==> src/hdl/ohlc_pkg.sv <==
// ----------------------------------------------------------------------------
// OHLC bar aggregator package
// Field widths, constants and the word types shared by the channels and RTL.
// ----------------------------------------------------------------------------
`default_nettype none

package ohlc_pkg;

    localparam int TIME_W   = 40;
    localparam int PRICE_W  = 32;
    localparam int DAY_W    = 16;
    localparam int PERIOD_W = 11;
    // Period in seconds: at most 2047 * 60, which fits in 17 bits.
    localparam int PER_SEC_W = 17;
    // Product of a trading day and the seconds of one day.
    localparam int DAY_SEC_W = DAY_W + PER_SEC_W;

    localparam logic [PERIOD_W-1:0]  DAILY_MINUTES      = PERIOD_W'(1440);
    localparam logic [PERIOD_W-1:0]  PERIOD_RESET       = PERIOD_W'(1);
    localparam logic [PER_SEC_W-1:0] SECONDS_PER_MINUTE = PER_SEC_W'(60);
    localparam logic [PER_SEC_W-1:0] SECONDS_PER_DAY    = PER_SEC_W'(86400);

    typedef struct packed {
        logic [TIME_W-1:0]  tick_time;
        logic [PRICE_W-1:0] price;
        logic [PRICE_W-1:0] session_open;
        logic [PRICE_W-1:0] day_volume;
        logic [PRICE_W-1:0] open_interest;
        logic [PRICE_W-1:0] lower_limit;
        logic [PRICE_W-1:0] upper_limit;
        logic [DAY_W-1:0]   trading_day;
    } t_tick;

    typedef struct packed {
        logic               accepted;
        logic               new_bar;
        logic [TIME_W-1:0]  bar_start;
        logic [PRICE_W-1:0] bar_open;
        logic [PRICE_W-1:0] bar_high;
        logic [PRICE_W-1:0] bar_low;
        logic [PRICE_W-1:0] bar_close;
        logic [PRICE_W-1:0] bar_volume;
        logic [PRICE_W-1:0] bar_interest;
        logic [PRICE_W-1:0] bar_lower_limit;
        logic [PRICE_W-1:0] bar_upper_limit;
    } t_bar;

endpackage

`default_nettype wire

==> src/hdl/ohlc_tick_if.sv <==
// ----------------------------------------------------------------------------
// Tick channel
// Valid/ready channel that carries one market tick word.
// ----------------------------------------------------------------------------
`default_nettype none

interface ohlc_tick_if;
    import ohlc_pkg::*;

    logic  valid;
    logic  ready;
    t_tick payload;

    modport source (output valid, output payload, input ready);
    modport sink   (input valid, input payload, output ready);
endinterface

`default_nettype wire

==> src/hdl/ohlc_bar_if.sv <==
// ----------------------------------------------------------------------------
// Bar channel
// Valid/ready channel that carries one bar result word.
// ----------------------------------------------------------------------------
`default_nettype none

interface ohlc_bar_if;
    import ohlc_pkg::*;

    logic valid;
    logic ready;
    t_bar payload;

    modport source (output valid, output payload, input ready);
    modport sink   (input valid, input payload, output ready);
endinterface

`default_nettype wire

==> src/hdl/ohlc_cfg_if.sv <==
// ----------------------------------------------------------------------------
// Configuration channel
// Valid/ready write channel for the bar period register.
// ----------------------------------------------------------------------------
`default_nettype none

interface ohlc_cfg_if;
    import ohlc_pkg::*;

    logic                valid;
    logic                ready;
    logic [PERIOD_W-1:0] data;

    modport source (output valid, output data, input ready);
    modport sink   (input valid, input data, output ready);
endinterface

`default_nettype wire

==> src/hdl/ohlc_bar_aggregator.sv <==
// ----------------------------------------------------------------------------
// OHLC bar aggregator
// Merges market ticks into the current open-high-low-close bar and returns
// the bar as it stands after every tick.
// ----------------------------------------------------------------------------
//
//  Channel   Direction  Word                           Accepted when
//  i_tick    in         t_tick market tick             valid && ready
//  o_bar     out        t_bar bar after the tick       valid && ready
//  i_cfg     in         period_minutes (11 bits)       valid && ready
//
// A tick goes through capture, check and commit between acceptance and its
// result. A tick that opens an intraday bar also passes through the restoring
// remainder unit, which brings in one time bit at a time and floors the tick
// time to a multiple of the period before the commit.
// The commit waits while the previous result word is still held in the
// output register; a new tick is taken as soon as the commit is done.
// Reset is synchronous and active low.
// ----------------------------------------------------------------------------
`default_nettype none

module ohlc_bar_aggregator (
    input  wire          i_clk,
    input  wire          i_rst_n,
    ohlc_tick_if.sink    i_tick,
    ohlc_bar_if.source   o_bar,
    ohlc_cfg_if.sink     i_cfg
);
    import ohlc_pkg::*;

    localparam int CNT_W = $clog2(TIME_W);
    localparam logic [CNT_W-1:0] CNT_LAST = CNT_W'(TIME_W - 1);

    typedef enum logic [1:0] {
        S_IDLE,
        S_CHECK,
        S_DIV,
        S_COMMIT
    } t_state;

    t_state               r_state;
    logic [PERIOD_W-1:0]  r_period;
    t_tick                r_tick;

    // Aggregation state.
    logic [PRICE_W-1:0]   r_last_volume;
    logic [PRICE_W-1:0]   r_base_volume;
    logic                 r_bar_valid;
    logic [TIME_W-1:0]    r_cur_start;
    logic [DAY_W-1:0]     r_cur_day;
    logic [PRICE_W-1:0]   r_cur_open;
    logic [PRICE_W-1:0]   r_cur_high;
    logic [PRICE_W-1:0]   r_cur_low;
    logic [PRICE_W-1:0]   r_cur_close;
    logic [PRICE_W-1:0]   r_cur_volume;
    logic [PRICE_W-1:0]   r_cur_interest;
    logic [PRICE_W-1:0]   r_cur_lower;
    logic [PRICE_W-1:0]   r_cur_upper;

    // Decision and remainder unit.
    logic                 r_acc;
    logic                 r_fresh;
    logic                 r_daily;
    logic [PER_SEC_W-1:0] r_per;
    logic [PER_SEC_W-1:0] r_rem;
    logic [TIME_W-1:0]    r_shift;
    logic [CNT_W-1:0]     r_cnt;

    // Output register.
    logic                 r_out_valid;
    t_bar                 r_out;

    logic                 n_acc;
    logic                 n_fresh;
    logic                 n_daily;
    logic [PER_SEC_W-1:0] n_per;
    logic [PER_SEC_W-1:0] n_rem;
    logic [TIME_W:0]      diff;
    logic [PER_SEC_W:0]   rem_sh;
    logic [DAY_SEC_W-1:0] day_sec;
    logic [TIME_W-1:0]    n_start;
    logic                 out_free;
    t_bar                 n_out;

    assign i_tick.ready  = (r_state == S_IDLE);
    assign i_cfg.ready   = 1'b1;
    assign o_bar.valid   = r_out_valid;
    assign o_bar.payload = r_out;

    assign out_free = !r_out_valid || o_bar.ready;

    // Check step: acceptance on rising day volume, and whether the tick opens
    // a bar. A zero period counts as one minute.
    always_comb begin
        n_daily = (r_period == DAILY_MINUTES);
        n_acc   = (r_tick.day_volume > r_last_volume);
        n_per   = PER_SEC_W'((r_period == '0) ? PERIOD_W'(1) : r_period)
                  * SECONDS_PER_MINUTE;
        diff    = {1'b0, r_tick.tick_time} - {1'b0, r_cur_start};
        if (!r_bar_valid) begin
            n_fresh = 1'b1;
        end else if (n_daily) begin
            n_fresh = (r_tick.trading_day != r_cur_day);
        end else begin
            n_fresh = !diff[TIME_W] && (diff[TIME_W-1:0] >= TIME_W'(n_per));
        end
    end

    // One step of the restoring remainder: bring in the next time bit and
    // subtract the period when it fits.
    always_comb begin
        rem_sh = {r_rem, r_shift[TIME_W-1]};
        if (rem_sh >= {1'b0, r_per}) begin
            n_rem = PER_SEC_W'(rem_sh - {1'b0, r_per});
        end else begin
            n_rem = PER_SEC_W'(rem_sh);
        end
    end

    // Commit step: the new bar start, and the result word after the update.
    always_comb begin
        day_sec = DAY_SEC_W'(r_tick.trading_day) * DAY_SEC_W'(SECONDS_PER_DAY);
        if (r_daily) begin
            n_start = TIME_W'(day_sec);
        end else begin
            n_start = r_tick.tick_time - TIME_W'(r_rem);
        end

        n_out.accepted        = r_acc;
        n_out.new_bar         = r_acc && r_fresh;
        n_out.bar_start       = r_cur_start;
        n_out.bar_open        = r_cur_open;
        n_out.bar_high        = r_cur_high;
        n_out.bar_low         = r_cur_low;
        n_out.bar_close       = r_cur_close;
        n_out.bar_volume      = r_cur_volume;
        n_out.bar_interest    = r_cur_interest;
        n_out.bar_lower_limit = r_cur_lower;
        n_out.bar_upper_limit = r_cur_upper;
        if (r_acc) begin
            if (r_fresh) begin
                n_out.bar_start       = n_start;
                n_out.bar_open        = (r_last_volume == '0) ? r_tick.session_open
                                                              : r_tick.price;
                n_out.bar_high        = r_tick.price;
                n_out.bar_low         = r_tick.price;
                n_out.bar_lower_limit = r_tick.lower_limit;
                n_out.bar_upper_limit = r_tick.upper_limit;
                n_out.bar_volume      = r_tick.day_volume - r_last_volume;
            end else begin
                if (r_tick.price > r_cur_high) begin
                    n_out.bar_high = r_tick.price;
                end
                if (r_tick.price < r_cur_low) begin
                    n_out.bar_low = r_tick.price;
                end
                n_out.bar_volume = r_tick.day_volume - r_base_volume;
            end
            n_out.bar_close    = r_tick.price;
            n_out.bar_interest = r_tick.open_interest;
        end
    end

    always_ff @(posedge i_clk) begin
        if (!i_rst_n) begin
            r_state        <= S_IDLE;
            r_period       <= PERIOD_RESET;
            r_out_valid    <= 1'b0;
            r_last_volume  <= '0;
            r_base_volume  <= '0;
            r_bar_valid    <= 1'b0;
            r_cur_start    <= '0;
            r_cur_day      <= '0;
            r_cur_open     <= '0;
            r_cur_high     <= '0;
            r_cur_low      <= '0;
            r_cur_close    <= '0;
            r_cur_volume   <= '0;
            r_cur_interest <= '0;
            r_cur_lower    <= '0;
            r_cur_upper    <= '0;
        end else begin
            if (i_cfg.valid) begin
                r_period <= i_cfg.data;
            end
            // A word taken in the cycle of a commit is replaced, not cleared.
            if (r_out_valid && o_bar.ready && !(r_state == S_COMMIT && out_free)) begin
                r_out_valid <= 1'b0;
            end

            case (r_state)
                S_IDLE: begin
                    if (i_tick.valid) begin
                        r_tick  <= i_tick.payload;
                        r_state <= S_CHECK;
                    end
                end
                S_CHECK: begin
                    r_acc   <= n_acc;
                    r_fresh <= n_fresh;
                    r_daily <= n_daily;
                    r_per   <= n_per;
                    r_rem   <= '0;
                    r_shift <= r_tick.tick_time;
                    r_cnt   <= '0;
                    if (n_acc && n_fresh && !n_daily) begin
                        r_state <= S_DIV;
                    end else begin
                        r_state <= S_COMMIT;
                    end
                end
                S_DIV: begin
                    r_rem   <= n_rem;
                    r_shift <= {r_shift[TIME_W-2:0], 1'b0};
                    r_cnt   <= r_cnt + CNT_W'(1);
                    if (r_cnt == CNT_LAST) begin
                        r_state <= S_COMMIT;
                    end
                end
                S_COMMIT: begin
                    if (out_free) begin
                        r_out       <= n_out;
                        r_out_valid <= 1'b1;
                        r_state     <= S_IDLE;
                        if (r_acc) begin
                            if (r_fresh) begin
                                r_base_volume <= r_last_volume;
                                r_cur_day     <= r_tick.trading_day;
                                r_bar_valid   <= 1'b1;
                            end
                            r_last_volume  <= r_tick.day_volume;
                            r_cur_start    <= n_out.bar_start;
                            r_cur_open     <= n_out.bar_open;
                            r_cur_high     <= n_out.bar_high;
                            r_cur_low      <= n_out.bar_low;
                            r_cur_close    <= n_out.bar_close;
                            r_cur_volume   <= n_out.bar_volume;
                            r_cur_interest <= n_out.bar_interest;
                            r_cur_lower    <= n_out.bar_lower_limit;
                            r_cur_upper    <= n_out.bar_upper_limit;
                        end
                    end
                end
                default: begin
                    r_state <= S_IDLE;
                end
            endcase
        end
    end

`ifndef SYNTHESIS
    // A tick is taken only from idle, so the next cycle is busy.
    a_busy_after_accept: assert property (@(posedge i_clk) disable iff (!i_rst_n)
        (i_tick.valid && i_tick.ready) |=> !i_tick.ready)
        else $error("tick channel ready right after a tick was taken");

    // The low of a bar never rises above its high.
    a_low_le_high: assert property (@(posedge i_clk) disable iff (!i_rst_n)
        o_bar.valid |-> (o_bar.payload.bar_low <= o_bar.payload.bar_high))
        else $error("bar low above bar high");

    // A new bar is reported only for an accepted tick.
    a_new_bar_accepted: assert property (@(posedge i_clk) disable iff (!i_rst_n)
        (o_bar.valid && o_bar.payload.new_bar) |-> o_bar.payload.accepted)
        else $error("new bar on a rejected tick");

    // The remainder unit never divides by a zero period.
    a_div_period: assert property (@(posedge i_clk) disable iff (!i_rst_n)
        (r_state == S_DIV) |-> (r_per != '0))
        else $error("zero period in the remainder unit");

    // A result word appears only out of the commit step.
    a_out_from_commit: assert property (@(posedge i_clk) disable iff (!i_rst_n)
        $rose(r_out_valid) |-> ($past(r_state) == S_COMMIT))
        else $error("result word outside the commit step");
`endif

endmodule

`default_nettype wire
==> src/flat_wrapper.sv <==
// flat-port wrapper written by rule: the top's interface ports become plain ports
module ohlc_bar_aggregator_flat import ohlc_pkg::*;
  (i_clk, i_rst_n, i_tick_valid, i_tick_payload, i_tick_ready, o_bar_valid, o_bar_payload, o_bar_ready, i_cfg_valid, i_cfg_data, i_cfg_ready);
  ohlc_tick_if i_tick_i ();
  ohlc_bar_if o_bar_i ();
  ohlc_cfg_if i_cfg_i ();
  input  wire i_clk;
  input  wire i_rst_n;
  input wire logic [$bits(i_tick_i.valid)-1:0] i_tick_valid;
  input wire logic [$bits(i_tick_i.payload)-1:0] i_tick_payload;
  output wire logic [$bits(i_tick_i.ready)-1:0] i_tick_ready;
  output wire logic [$bits(o_bar_i.valid)-1:0] o_bar_valid;
  output wire logic [$bits(o_bar_i.payload)-1:0] o_bar_payload;
  input wire logic [$bits(o_bar_i.ready)-1:0] o_bar_ready;
  input wire logic [$bits(i_cfg_i.valid)-1:0] i_cfg_valid;
  input wire logic [$bits(i_cfg_i.data)-1:0] i_cfg_data;
  output wire logic [$bits(i_cfg_i.ready)-1:0] i_cfg_ready;
  assign i_tick_i.valid = i_tick_valid;
  assign i_tick_i.payload = i_tick_payload;
  assign i_tick_ready = i_tick_i.ready;
  assign o_bar_valid = o_bar_i.valid;
  assign o_bar_payload = o_bar_i.payload;
  assign o_bar_i.ready = o_bar_ready;
  assign i_cfg_i.valid = i_cfg_valid;
  assign i_cfg_i.data = i_cfg_data;
  assign i_cfg_ready = i_cfg_i.ready;
  ohlc_bar_aggregator u_core (.i_clk(i_clk), .i_rst_n(i_rst_n), .i_tick(i_tick_i), .o_bar(o_bar_i), .i_cfg(i_cfg_i));
endmodule
==> config.mk <==
export PLATFORM = sky130hd
export DESIGN_NAME = ohlc_bar_aggregator_flat
export DESIGN_NICKNAME = d
export VERILOG_FILES = /design/src/hdl/ohlc_pkg.sv /design/src/hdl/ohlc_tick_if.sv /design/src/hdl/ohlc_bar_if.sv /design/src/hdl/ohlc_cfg_if.sv /design/src/hdl/ohlc_bar_aggregator.sv /design/src/flat_wrapper.sv
export SDC_FILE = /design/constraint.sdc
export NUM_CORES = 2
export LEC_CHECK = 0
export BUFFER_PORTS_ARGS = -buffer_cell sky130_fd_sc_hd__buf_2
export CAP_MARGIN = 20
export CORE_UTILIZATION = 60
export CTS_CLUSTER_DIAMETER = 50
export DETAILED_ROUTE_END_ITERATION = 16
export HOLD_SLACK_MARGIN = 0.05
export PLACE_DENSITY = 0.85
export SETUP_SLACK_MARGIN = 0.15
export SKIP_CTS_REPAIR_TIMING = 1
export SYNTH_ARGS = -nofsm -noshare
export SYNTH_HDL_FRONTEND = slang
export SYNTH_SLANG_ARGS = --single-unit
==> constraint.sdc <==
create_clock -name i_clk -period 20.2 [get_ports i_clk]
set_input_delay 0 -clock i_clk [delete_from_list [all_inputs] [get_ports i_clk]]
set_output_delay 0 -clock i_clk [all_outputs]
set_load 0.01 [all_outputs]
==> summary.txt <==
Outcome: finished, final reports clean
WHS Path Cells: 2
CP startpoint kind: register
Clock Tree Root: clkbuf_16
CP top delay family: simple AND/OR/NAND/NOR gates
Most common cell in the netlist: nand2_1
Rows: 106
Area grow syn2layout: 25.1%
Detailed-route via count: 44.5k
P_sw: 2.37 mW
Post-route ant nets: 0
Synth top area share: 0.367
Area contributors post-synth: edfxtp_1 37%, dfxtp_1 15%, ha_1 8.0%
First DRT Iteration DRCs: 4995
Yosys reg bits: 1018
WL met2: 79900 um
Final hold vios: 0
Worst path depth: 31
Top FF cell, synth: edfxtp_1
Post-synth EDFFs: 627
Max Slew Vio Count: 0
Post-Synth Adder-Cell Area: 0.0987
Die W: 294 um
Post-Synth XOR/XNOR Area: 0.0292
CTS buffer count: 115
CP Data Required Time: 20650 ps
DRC viols: 0
Register area share after synthesis: 0.519
Final Cell Area: 64200 um^2
Hold crit path type: input port to register
Maximum root-to-sink buffer count: 3
Synth area leader: edfxtp_1
Leakage: 25.2 nW
Largest net degree at the start of global routing: 168
CP peak stage delay: 570 ps
Clock skew: 35.4 ps
Syn Std Cell Area: 51300 um^2
Fin cells: 7228
Fraction of registers with async set/reset: 0
Vias per cell: 6.15
Reg area: 26700 um^2
FF-to-FF path depth: 31
Clock share of power: 0.326
MaxCap Viol Count: 0
Compound-Gate Fraction of Synth Area: 0.121
CORE AREA: 84100 um^2
DIE HEIGHT: 294 um
Top post-synthesis cells by count: 987 x nand2_1, 627 x edfxtp_1, 469 x a21oi_1
P_int: 4.58 mW
First-pass GRT wire length: 216000 um
Post-DP HPWL: 97000 um
IO Port Bufs: 563
Largest family of logic cells by synthesized area: simple AND/OR/NAND/NOR gates
Routed length per placed instance: 23.5 um
Initial Util: 0.610
Peak supply drop: 0.0956 mV
Crit-path most repeated cell: ha_1
Switching Share: 0.341
Fillers: 5064
CTS tree: done
Final Util: 0.763
CTS sink cnt: 1018
RSZ-0062 raised after global routing: no
Setup TNS: 0 ps
Top Ports: 565
Footprint of the multi-input gates: 22500 um^2
Pwr dens: 108 nW/um^2
Max FO, Critical Path: 7
Top routing layer in use: met5
Mapped Cells: 4995
Layout cells sized above 1: 0.166
Crit Path Class: register to register
Met1 WL: 60500 um
Mean Syn Cell Area: 10.3 um^2
Maximum clock rate: 129 MHz
# nets final: 6622
Setup crit end kind: register
TritonRoute pass-1 iters: 7
GRT Util Overall: 0.321
Worst-Margin Slew: 1380 ps
RePlAce Congestion: 0.970
Setup violations, final: 0
Bufs and invs on worst path: 3
Full die area: 86700 um^2
Clock transition at path regs: 70 ps
Max_slew headroom: 0.0826
Dpl cell area: 55100 um^2
H-tree depth: 3
Clk Latency, worst-skew pair: 720 ps
Vias in the first global route: 39.1k
Netlist cell types: 84
Simple-Gate Fraction of Synth Area: 0.122
CP max-delay cell: or4_1
Total wire length: 170000 um
Synth Net Count: 5635
Synthesis warning total: 0
Initial antenna violation count: 10
WL met3: 16300 um
Register share of total power: 0.370
Min cycle time layout: 7760 ps
Multiplexer area fraction after synthesis: 0.0649
Dpl cells: 6502
Worst Path Arrival: 8210 ps
Combinational share of power: 0.304
Crit share post-route: 0.384
Global route overflow: 0
## final cells by class
type / count / area share
antenna: 9 / 0.000351
clock buffer: 146 / 0.0496
inverter: 386 / 0.0227
clock inverter: 74 / 0.0144
timing repair buffer: 1091 / 0.126
multi-input combinational: 3370 / 0.350
sequential: 1018 / 0.415
tap: 1134 / 0.0221
## path summary, 6_finish.rpt
path | start | end | slack [ps]
setup reg to reg | u_core.r_period[2] | u_core.r_fresh | 12440
setup / recovery | u_core.r_period[2] | u_core.r_fresh | 12440
hold reg to reg | u_core.r_cur_close[3] | u_core.r_cur_close[3] | 450
hold / removal | i_tick_payload[125] | u_core.r_tick[125] | 20
## power groups by stage
stage / registers [mW] / clock network (mW) / logic [mW]
after floorplan: 2.59 / 0 / 1.40
after global placement: 2.59 / 0 / 1.88
after global routing: 2.58 / 2.34 / 2.29
after detailed placement: 2.60 / 0 / 1.92
final: 2.57 / 2.26 / 2.11
after CTS: 2.56 / 2.23 / 1.94
## metal layers
layer	vias to the layer above	track usage
li1	19522	-
met1	21001	0.400
met2	3060	0.532
met3	889	0.0612
met4	10	0.162
met5	-	0.00340
## stage by stage
stage / setup WS, ps / power, mW / hold WS [ps]
after floorplan: 11860 / 4.00 / 98.9
after global placement: 12940 / 4.47 / 176
after detailed placement: 12720 / 4.51 / 178
after CTS: 12710 / 6.73 / -569
after global routing: 11990 / 7.22 / 26.1
final: 12440 / 6.95 / 24.3
## state kept, by name, summed over array words and instances, names as in the netlist, 40 cells and up
signal                count
u_core.r_cur_start       40
u_core.o_bar.payload    298
u_core.r_tick           248
u_core.r_shift           40
## worst reg2reg max path: cells and delay by family (launching register included)
family / cells / cell delay (ps)
DFF: 1 / 360
and+or+nand+nor: 9 / 2880
adders and majority gates: 5 / 1460
AOI/OAI and AO/OA: 12 / 2230
buffers and inverters: 3 / 260
xor gates and xnor gates: 2 / 290
## cells in the final DEF, fill, tap and decap left out, types with 13 or more instances in the layout
cell type / instances
nand2_1: 985
edfxtp_1: 627
buf_2: 562
dlygate4sd3_1: 496
a21oi_1: 469
dfxtp_1: 391
inv_1: 384
ha_1: 327
nor2_1: 195
mux2_2: 172
o21ai_0: 165
mux2i_1: 139
clkbuf_16: 116
xnor2_1: 92
xor2_1: 79
a21o_1: 65
fa_1: 48
o21a_1: 47
nand3_1: 46
nor3_1: 43
a211oi_1: 42
nand4_1: 30
buf_4: 30
nor2b_1: 29
o211ai_1: 26
nor4_1: 25
nand2b_1: 23
o21ai_1: 22
o21bai_1: 21
and2_1: 21
a31oi_1: 20
or3_1: 19
a2111oi_0: 17
clkbuf_8: 17
and3_1: 16
clkinv_2: 16
inv_6: 16
o31ai_1: 13
o22ai_1: 13
clkbuf_1: 13
## logic make-up (layout without fill, tap and decap cells)
| family | count (synthesis) | count (layout) |
|---|---|---|
| AND/OR/NAND/NOR | 1485 | 1485 |
| AO/OA/AOI/OAI | 1026 | 1026 |
| flip-flops | 1018 | 1018 |
| buffers and inverters | 607 | 1697 |
| adder cells (fa/ha/maj) | 376 | 376 |
| multiplexers | 311 | 311 |
| XOR/XNOR | 171 | 171 |
| other | 1 | 10 |
Power figures use the tool's default switching activity.
